File: config.mk
export PLATFORM = sky130hd
export DESIGN_NAME = chacha20_stream_cipher_flat
export DESIGN_NICKNAME = d
export VERILOG_FILES = /design/src/hw/rtl/chacha_pkg.sv /design/src/hw/rtl/chacha_stream_if.sv /design/src/hw/rtl/chacha_core.sv /design/src/hw/rtl/chacha20_stream_cipher.sv /design/src/flat_wrapper.sv
export SDC_FILE = /design/constraint.sdc
export NUM_CORES = 2
export LEC_CHECK = 0
export ABC_AREA = 1
export BUFFER_PORTS_ARGS = -buffer_cell sky130_fd_sc_hd__buf_4
export CAP_MARGIN = 10
export CORE_AREA = 4 4 596 480
export CTS_CLUSTER_SIZE = 20
export DETAILED_ROUTE_END_ITERATION = 12
export DIE_AREA = 0 0 600 484
export GPL_ROUTABILITY_DRIVEN = 0
export SETUP_SLACK_MARGIN = 0.02
export SYNTH_ARGS = -nofsm -noshare
export SYNTH_HDL_FRONTEND = slang
export SYNTH_SLANG_ARGS = --single-unit
export TNS_END_PERCENT = 30
File: constraint.sdc
create_clock -name clk -period 19.9 [get_ports clk]
set_clock_uncertainty 0.15 [all_clocks]
set_input_delay 2.985 -clock clk [delete_from_list [all_inputs] [get_ports clk]]
set_output_delay 2.985 -clock clk [all_outputs]
set_load 0.02 [all_outputs]
File: src/hw/rtl/chacha_pkg.sv
// ChaCha20 cipher package: constants, types and the quarter-round helper.
package chacha_pkg;
	localparam int DefaultRoundCount = 20;
	localparam logic [31:0] Sigma0 = 32'h61707865;
	localparam logic [31:0] Sigma1 = 32'h3320646e;
	localparam logic [31:0] Sigma2 = 32'h79622d32;
	localparam logic [31:0] Sigma3 = 32'h6b206574;

	localparam logic [2:0] RegKey01 = 3'd0;
	localparam logic [2:0] RegKey23 = 3'd1;
	localparam logic [2:0] RegKey45 = 3'd2;
	localparam logic [2:0] RegKey67 = 3'd3;
	localparam logic [2:0] RegNonce01 = 3'd4;
	localparam logic [2:0] RegNonce2 = 3'd5;
	localparam logic [2:0] RegCounter = 3'd6;

	typedef logic [31:0] word_t;

	typedef enum logic [2:0] {
		ST_IDLE,
		ST_LOAD,
		ST_ROUND,
		ST_FINAL,
		ST_EMIT
	} state_t;

	typedef enum logic [2:0] {
		CS_IDLE,
		CS_LOAD,
		CS_READ,
		CS_HALF,
		CS_WRITE,
		CS_FINAL
	} core_state_t;

	typedef struct packed {
		word_t a;
		word_t b;
		word_t c;
		word_t d;
	} quad_t;

	function automatic word_t rotl(input word_t v, input int n);
		rotl = (v << n) | (v >> (32 - n));
	endfunction

	// half of a quarter round: two add/xor/rotate steps
	function automatic quad_t qhalf(input quad_t q, input int r1, input int r2);
		quad_t r;
		r = q;
		r.a = r.a + r.b; r.d = rotl(r.d ^ r.a, r1);
		r.c = r.c + r.d; r.b = rotl(r.b ^ r.c, r2);
		qhalf = r;
	endfunction
endpackage

File: src/hw/rtl/chacha_stream_if.sv
// Valid/ready channel interfaces for the byte streams.
interface chacha_in_if;
	logic valid;
	logic ready;
	logic [7:0] plain_byte;
	logic message_start;
	logic message_end;
	modport source(output valid, plain_byte, message_start, message_end, input ready);
	modport sink(input valid, plain_byte, message_start, message_end, output ready);
endinterface

interface chacha_out_if;
	logic valid;
	logic ready;
	logic [7:0] cipher_byte;
	logic end_of_message;
	modport source(output valid, cipher_byte, end_of_message, input ready);
	modport sink(input valid, cipher_byte, end_of_message, output ready);
endinterface

File: src/hw/rtl/chacha_core.sv
// Block function: working words in a 16-entry memory, one quarter round per visit.
module chacha_core import chacha_pkg::*; #(
	parameter int ROUND_COUNT = DefaultRoundCount
) (
	input  logic clk,
	input  logic arst_n,
	input  logic start,
	input  word_t [15:0] init,
	output logic done,
	output logic [3:0] ks_waddr,
	output word_t ks_wdata,
	output logic ks_we
);
	localparam int Doubles = (ROUND_COUNT + 1) / 2;
	localparam int QrTotal = Doubles * 8;
	localparam int QrW = $clog2(QrTotal + 1);

	// Working store: four banks (row = column index) so one quarter round
	// reads its four words in the same cycle.
	word_t mem_a [4];
	word_t mem_b [4];
	word_t mem_c [4];
	word_t mem_d [4];

	core_state_t st_q, st_d;
	logic [QrW-1:0] qr_q;
	logic [4:0] idx_q;
	quad_t rd_q;

	logic diag;
	logic [1:0] col;
	logic [1:0] ia, ib, ic, id;
	logic last_qr;
	assign diag = qr_q[2];
	assign col = qr_q[1:0];
	assign ia = col;
	assign ib = diag ? col + 2'd1 : col;
	assign ic = diag ? col + 2'd2 : col;
	assign id = diag ? col + 2'd3 : col;
	assign last_qr = (qr_q == QrW'(QrTotal - 1));

	// quarter round in two halves: first half into rd_q, second half to memory
	quad_t res;
	assign res = qhalf(rd_q, 8, 7);

	// final add: word idx = row*4+col; reads bank row at col
	logic [1:0] frow, fcol;
	assign frow = idx_q[3:2];
	assign fcol = idx_q[1:0];
	word_t fin_rd_q;
	logic fin_v_q;
	logic [3:0] fin_idx_q;

	always_ff @(posedge clk) begin
		case (st_q)
			CS_LOAD: begin
				mem_a[idx_q[1:0]] <= init[{2'd0, idx_q[1:0]}];
				mem_b[idx_q[1:0]] <= init[{2'd1, idx_q[1:0]}];
				mem_c[idx_q[1:0]] <= init[{2'd2, idx_q[1:0]}];
				mem_d[idx_q[1:0]] <= init[{2'd3, idx_q[1:0]}];
			end
			CS_READ: begin
				rd_q.a <= mem_a[ia];
				rd_q.b <= mem_b[ib];
				rd_q.c <= mem_c[ic];
				rd_q.d <= mem_d[id];
			end
			CS_HALF: rd_q <= qhalf(rd_q, 16, 12);
			CS_WRITE: begin
				mem_a[ia] <= res.a;
				mem_b[ib] <= res.b;
				mem_c[ic] <= res.c;
				mem_d[id] <= res.d;
			end
			default: ;
		endcase
		case (frow)
			2'd0: fin_rd_q <= mem_a[fcol];
			2'd1: fin_rd_q <= mem_b[fcol];
			2'd2: fin_rd_q <= mem_c[fcol];
			default: fin_rd_q <= mem_d[fcol];
		endcase
		fin_idx_q <= idx_q[3:0];
	end

	always_comb begin
		st_d = st_q;
		case (st_q)
			CS_IDLE: if (start) st_d = CS_LOAD;
			CS_LOAD: if (idx_q[1:0] == 2'd3) st_d = CS_READ;
			CS_READ: st_d = CS_HALF;
			CS_HALF: st_d = CS_WRITE;
			CS_WRITE: begin
				if (last_qr) st_d = CS_FINAL;
				else st_d = CS_READ;
			end
			CS_FINAL: if (idx_q[4]) st_d = CS_IDLE;
			default: st_d = CS_IDLE;
		endcase
	end

	always_ff @(posedge clk or negedge arst_n) begin
		if (!arst_n) begin
			st_q <= CS_IDLE;
			qr_q <= '0;
			idx_q <= '0;
			fin_v_q <= 1'b0;
		end else begin
			st_q <= st_d;
			fin_v_q <= (st_q == CS_FINAL) && !idx_q[4];
			case (st_q)
				CS_IDLE: idx_q <= '0;
				CS_LOAD: begin
					idx_q <= idx_q + 5'd1;
					qr_q <= '0;
				end
				CS_WRITE: begin
					if (last_qr) idx_q <= '0;
					else qr_q <= qr_q + QrW'(1);
				end
				CS_FINAL: if (!idx_q[4]) idx_q <= idx_q + 5'd1;
				default: ;
			endcase
		end
	end

	assign ks_we = fin_v_q;
	assign ks_waddr = fin_idx_q;
	assign ks_wdata = fin_rd_q + init[fin_idx_q];
	assign done = (st_q == CS_FINAL) && idx_q[4];
endmodule

File: src/hw/rtl/chacha20_stream_cipher.sv
// ChaCha20 byte stream cipher top level.
// Usage: write key, nonce and initial counter through cfg_we/cfg_index/cfg_data
// while idle (indexes 0..6 as listed; others ignored). Plaintext bytes enter on
// channel in (valid/ready) with message_start/message_end flags; each byte
// leaves on channel out as cipher_byte with end_of_message copied.
// A byte that needs a fresh 64-byte block (first of a block, or message start)
// waits for the block function: start, load of the working words, a read, half
// and write step for each of 8*ceil(ROUND_COUNT/2) quarter rounds, and the final
// add into the keystream memory; then come the keystream read and the result
// register. Other bytes go straight to the keystream read and result register.
// One byte is in work at a time. A stalled receiver holds the result register;
// the following transaction is still accepted, then waits until the result
// drains, and input stops meanwhile. Reset clears counter, byte position,
// configuration and control; the keystream memory holds no valid data until
// the first block is made.
module chacha20_stream_cipher import chacha_pkg::*; #(
	parameter int ROUND_COUNT = DefaultRoundCount
) (
	input  logic clk,
	input  logic arst_n,
	input  logic cfg_we,
	input  logic [2:0] cfg_index,
	input  logic [63:0] cfg_data,
	chacha_in_if.sink in,
	chacha_out_if.source out
);
	logic [63:0] key01_q, key23_q, key45_q, key67_q, nonce01_q;
	word_t nonce2_q, init_ctr_q, ctr_q;
	logic [5:0] pos_q;
	state_t st_q;
	logic [7:0] pb_q;
	logic end_q;
	word_t ks_mem [16];
	word_t ks_rd_q;
	logic [1:0] lane_q;
	logic out_v_q;
	logic [7:0] out_b_q;
	logic out_e_q;

	always_ff @(posedge clk or negedge arst_n) begin
		if (!arst_n) begin
			key01_q <= '0; key23_q <= '0; key45_q <= '0; key67_q <= '0;
			nonce01_q <= '0; nonce2_q <= '0; init_ctr_q <= '0;
		end else if (cfg_we) begin
			case (cfg_index)
				RegKey01: key01_q <= cfg_data;
				RegKey23: key23_q <= cfg_data;
				RegKey45: key45_q <= cfg_data;
				RegKey67: key67_q <= cfg_data;
				RegNonce01: nonce01_q <= cfg_data;
				RegNonce2: nonce2_q <= cfg_data[31:0];
				RegCounter: init_ctr_q <= cfg_data[31:0];
				default: ;
			endcase
		end
	end

	word_t [15:0] init;
	always_comb begin
		init[0] = Sigma0; init[1] = Sigma1; init[2] = Sigma2; init[3] = Sigma3;
		init[4] = key01_q[31:0]; init[5] = key01_q[63:32];
		init[6] = key23_q[31:0]; init[7] = key23_q[63:32];
		init[8] = key45_q[31:0]; init[9] = key45_q[63:32];
		init[10] = key67_q[31:0]; init[11] = key67_q[63:32];
		init[12] = ctr_q;
		init[13] = nonce01_q[31:0]; init[14] = nonce01_q[63:32];
		init[15] = nonce2_q;
	end

	logic core_start, core_done, ks_we;
	logic [3:0] ks_waddr;
	word_t ks_wdata;

	chacha_core #(.ROUND_COUNT(ROUND_COUNT)) u_core (
		.clk, .arst_n, .start(core_start), .init, .done(core_done),
		.ks_waddr, .ks_wdata, .ks_we
	);

	logic out_free, take;
	assign out_free = !out_v_q || out.ready;
	assign in.ready = (st_q == ST_IDLE);
	assign take = in.valid && in.ready;

	state_t st_d;
	logic rd_en;
	always_comb begin
		st_d = st_q;
		core_start = 1'b0;
		rd_en = 1'b0;
		case (st_q)
			ST_IDLE: if (take) begin
				if (in.message_start || pos_q == 6'd0) st_d = ST_LOAD;
				else st_d = ST_FINAL;
			end
			ST_LOAD: begin
				core_start = 1'b1;
				st_d = ST_ROUND;
			end
			ST_ROUND: if (core_done) st_d = ST_FINAL;
			ST_FINAL: begin
				rd_en = 1'b1;
				st_d = ST_EMIT;
			end
			ST_EMIT: if (out_free) st_d = ST_IDLE;
			default: st_d = ST_IDLE;
		endcase
	end

	always_ff @(posedge clk) begin
		if (ks_we) ks_mem[ks_waddr] <= ks_wdata;
		if (rd_en) ks_rd_q <= ks_mem[pos_q[5:2]];
		if (take) begin
			pb_q <= in.plain_byte;
			end_q <= in.message_end;
		end
		if (rd_en) lane_q <= pos_q[1:0];
	end

	logic [7:0] ks_byte;
	always_comb begin
		case (lane_q)
			2'd0: ks_byte = ks_rd_q[7:0];
			2'd1: ks_byte = ks_rd_q[15:8];
			2'd2: ks_byte = ks_rd_q[23:16];
			default: ks_byte = ks_rd_q[31:24];
		endcase
	end

	logic emit;
	assign emit = (st_q == ST_EMIT) && out_free;

	always_ff @(posedge clk or negedge arst_n) begin
		if (!arst_n) begin
			st_q <= ST_IDLE;
			ctr_q <= '0;
			pos_q <= '0;
			out_v_q <= 1'b0;
		end else begin
			st_q <= st_d;
			if (take && in.message_start) begin
				ctr_q <= init_ctr_q;
				pos_q <= '0;
			end
			if (emit) begin
				if (pos_q == 6'd63 || end_q) begin
					pos_q <= '0;
					ctr_q <= ctr_q + 32'd1;
				end else begin
					pos_q <= pos_q + 6'd1;
				end
			end
			if (emit) out_v_q <= 1'b1;
			else if (out.ready) out_v_q <= 1'b0;
		end
	end

	always_ff @(posedge clk) begin
		if (emit) begin
			out_b_q <= pb_q ^ ks_byte;
			out_e_q <= end_q;
		end
	end

	assign out.valid = out_v_q;
	assign out.cipher_byte = out_b_q;
	assign out.end_of_message = out_e_q;
endmodule

File: src/flat_wrapper.sv
// flat-port wrapper written by rule: the top's interface ports become plain ports
module chacha20_stream_cipher_flat import chacha_pkg::*;
#(
	parameter int ROUND_COUNT = DefaultRoundCount
)
  (clk, arst_n, cfg_we, cfg_index, cfg_data, in_valid, in_plain_byte, in_message_start, in_message_end, in_ready, out_valid, out_cipher_byte, out_end_of_message, out_ready);
  chacha_in_if in_i ();
  chacha_out_if out_i ();
  input  logic clk;
  input  logic arst_n;
  input  logic cfg_we;
  input  logic [2:0] cfg_index;
  input  logic [63:0] cfg_data;
  input wire logic [$bits(in_i.valid)-1:0] in_valid;
  input wire logic [$bits(in_i.plain_byte)-1:0] in_plain_byte;
  input wire logic [$bits(in_i.message_start)-1:0] in_message_start;
  input wire logic [$bits(in_i.message_end)-1:0] in_message_end;
  output wire logic [$bits(in_i.ready)-1:0] in_ready;
  output wire logic [$bits(out_i.valid)-1:0] out_valid;
  output wire logic [$bits(out_i.cipher_byte)-1:0] out_cipher_byte;
  output wire logic [$bits(out_i.end_of_message)-1:0] out_end_of_message;
  input wire logic [$bits(out_i.ready)-1:0] out_ready;
  assign in_i.valid = in_valid;
  assign in_i.plain_byte = in_plain_byte;
  assign in_i.message_start = in_message_start;
  assign in_i.message_end = in_message_end;
  assign in_ready = in_i.ready;
  assign out_valid = out_i.valid;
  assign out_cipher_byte = out_i.cipher_byte;
  assign out_end_of_message = out_i.end_of_message;
  assign out_i.ready = out_ready;
  chacha20_stream_cipher #(.ROUND_COUNT(ROUND_COUNT)) u_core (.clk(clk), .arst_n(arst_n), .cfg_we(cfg_we), .cfg_index(cfg_index), .cfg_data(cfg_data), .in(in_i), .out(out_i));
endmodule
==> results.cfg <==
[grt]
grt_pass1_wl_um = 459000
antenna_found_initial = 24
overflow = 0
grt_pass1_vias = 64600
grt_max_degree = 211
track_usage = 0.213

[yosys]
yosys_warnings = 0
synth_nets = 9344
synth_cell_types = 69
syn_area_mm2 = 0.0838
synthCells = 9112
yosys_register_bits = 1682
synth-async-reset-ratio = 0.263
yosysSeqAreaShare = 0.572
synth_edf_count = 1204
syn_area_per_cell_um2 = 9.19
synthFlopType = edfxtp_1

[floorplanning]
placementRows = 174
die_w_um = 600
fp.dieH_um = 484
start_util = 0.299
pin_count = 93
core_area_mm2 = 0.280
die_area_mm2 = 0.290

[placed_design]
dp_hpwl_um = 218000
port_buffers = 92
place_area_mm2 = 0.0885

[timing]
slew_headroom = 0.0316
finalHoldViolations = 0
min_period_over_period = 0.337
hold_slack_ns = 0.332
setup_tns_ns = 0
fmax_mhz = 149
rsz0062_at_grt = false
worst_pin_slew_ns = 1.44
period_minus_slack_ns = 6.71
drv_slew = 0
finalSetupViolations = 0

[clocking]
ctsHoldBuffers = 0
cts_tree = done
cts.sinks = 1682
clock_latency_ns = 0.86
post_cts_resized = 0
htreeDepth = 4
cts_root_buf = clkbuf_16
clockBufferDepth = 4
post_cts_buffers = 0
cts_buffers = 171
clk_pin_slew_worst_paths_ns = 0.06

[detailed_routing]
firstDrtPassIters = 9
ant_nets = 0
route.detailed.drc = 0
wl_per_cell_um = 25.3
route.vias.total = 71900
routed_wirelength_um = 324000
via_per_inst = 5.61
drt_iter0_markers = 11000

[worst_setup_path]
crit_buf_inv = 5
crit_type = flip-flop to flip-flop
cp_max_fo = 164
cpMaxStageDelayCell = xnor2_1
arrival_ns = 6.95
cpLargestDelayFamily = buffers and inverters
crit_path_end_kind = flip-flop
crit_required_ns = 20.14
cpMostUsedCell = nand2_1
cp-start-kind = flip-flop
slowest_delay_ns = 0.99
crit_chain = inv_8, buf_4, buf_4, ha_1, nand2_1, inv_1, a21oi_1, nand3_1, ha_1, inv_1, fa_1, o21ai_1, nand2_1, nand2_1, a21o_1, a21boi_1, o21ai_1, a21oi_1, xnor2_1

[cells_and_area]
layout.nets = 9204
final_cell_mix = o21ai_0, nand2_1, edfxtp_1
final_common_cell = o21ai_0
final_area_mm2 = 0.0941
drive_gt1_frac = 0.0667
fill_cells = 28300
area_delta_synth_final_pct = 12.3

[hold_path]
hp-class = flip-flop to flip-flop

[run_status]
status = finished clean

[job]
cap_violations = 0
[flip-flops by register name, summed over array words and instances, names as in the netlist, 32 cells and up]
name	cells
u_core.ks_mem	512
u_core.u_core.mem_a	128
u_core.u_core.mem_b	128
u_core.u_core.mem_c	128
u_core.u_core.mem_d	128
u_core.u_core.rd_q	128
u_core.key01_q	64
u_core.key23_q	64
u_core.key45_q	64
u_core.key67_q	64
u_core.nonce01_q	64
u_core.ctr_q	32
u_core.init_ctr_q	32
u_core.ks_rd_q	32
u_core.nonce2_q	32
u_core.u_core.fin_rd_q	32
[cell usage after synthesis (53+ instances only)]
master	n	share of area
o21ai_0	1847	0.11
nand2_1	1719	0.077
edfxtp_1	1204	0.43
nor2_1	866	0.039
inv_1	615	0.028
a21oi_1	600	0.036
clkbuf_1	452	0.020
dfrtp_1	442	0.13
nand3_1	233	0.014
o22ai_1	166	0.012
ha_1	146	0.022
xor2_1	97	0.010
o221ai_1	74	0.0077
xnor2_1	66	0.0069
nand4_1	57	0.0043
o211ai_1	53	0.0047
[worst paths after layout]
path	from	endpoint	slack, ns	cells after the start
min reg2reg	u_core.init_ctr_q[5]$_DFFE_PN0P_	u_core.init_ctr_q[5]$_DFFE_PN0P_	0.33	2
min	u_core.init_ctr_q[5]$_DFFE_PN0P_	u_core.init_ctr_q[5]$_DFFE_PN0P_	0.33	2
max in group asynchronous	arst_n	u_core.u_core.qr_q[0]$_DFFE_PN0P_	14.29	4
min in group asynchronous	arst_n	u_core.key45_q[21]$_DFFE_PN0P_	2.07	1
max	u_core.u_core.ks_waddr[0]$_DFF_P_	u_core.ks_mem[6][20]$_DFFE_PP_	13.19	19
max reg2reg	u_core.u_core.ks_waddr[0]$_DFF_P_	u_core.ks_mem[6][20]$_DFFE_PP_	13.19	19
[worst reg2reg max path: cells and delay by family (launching register included)]
kind / cells / cell delay (ns)
buffers and inverters: 5 / 2.35
xor gates and xnor gates: 1 / 0.99
adders and majority gates: 3 / 0.94
AOI/OAI and AO/OA: 6 / 1.09
DFF: 1 / 0.35
and+or+nand+nor: 4 / 0.38
[logic make-up (layout without fill, tap and decap cells)]
logic type               count (synthesis)  after routing  share of synthesized area
AND/OR/NAND/NOR                       2991           2991                      0.143
AO/OA/AOI/OAI                         2918           2918                      0.187
flip-flops                            1682           1682                      0.572
buffers and inverters                 1182           1171                     0.0538
XOR/XNOR                               170            170                     0.0187
adder cells (fa/ha/maj)                150            150                     0.0228
multiplexers                            19             19                    0.00231
other                                    0              9                          0
[metal layers]
metal	share of wire	GRT usage	vias to the layer above
met5	0.00092	0	-
met4	0.057	0.104	22
met3	0.14	0.0646	771
met2	0.40	0.292	4837
met1	0.40	0.302	34800
li1	-	-	31400
[per-stage QoR]
stage | setup WS, ns | cells | util
after global placement | 13.49 | 12500 | 0.316
final | 13.19 | 12800 | 0.336
after global routing | 12.81 | 12800 | 0.336
after detailed placement | 13.35 | 12500 | 0.316
after floorplan | 12.45 | 9112 | -
after CTS | 13.36 | 12800 | 0.336
[area by class of cell]
cell class	count	area, um2	area share
clock buffers	237	4850	0.0515
inverters	629	2380	0.0253
clock inverters	65	638	0.00678
repair buffers	240	1880	0.0200
diodes	9	22.5	0.000239
flip-flops and latches	1682	48000	0.510
well taps	3696	4620	0.0492
multi-input cells	6248	31700	0.337
Power is not shown: default switching activity piles up to over one toggle a cycle in this logic, so the estimate is an artifact.
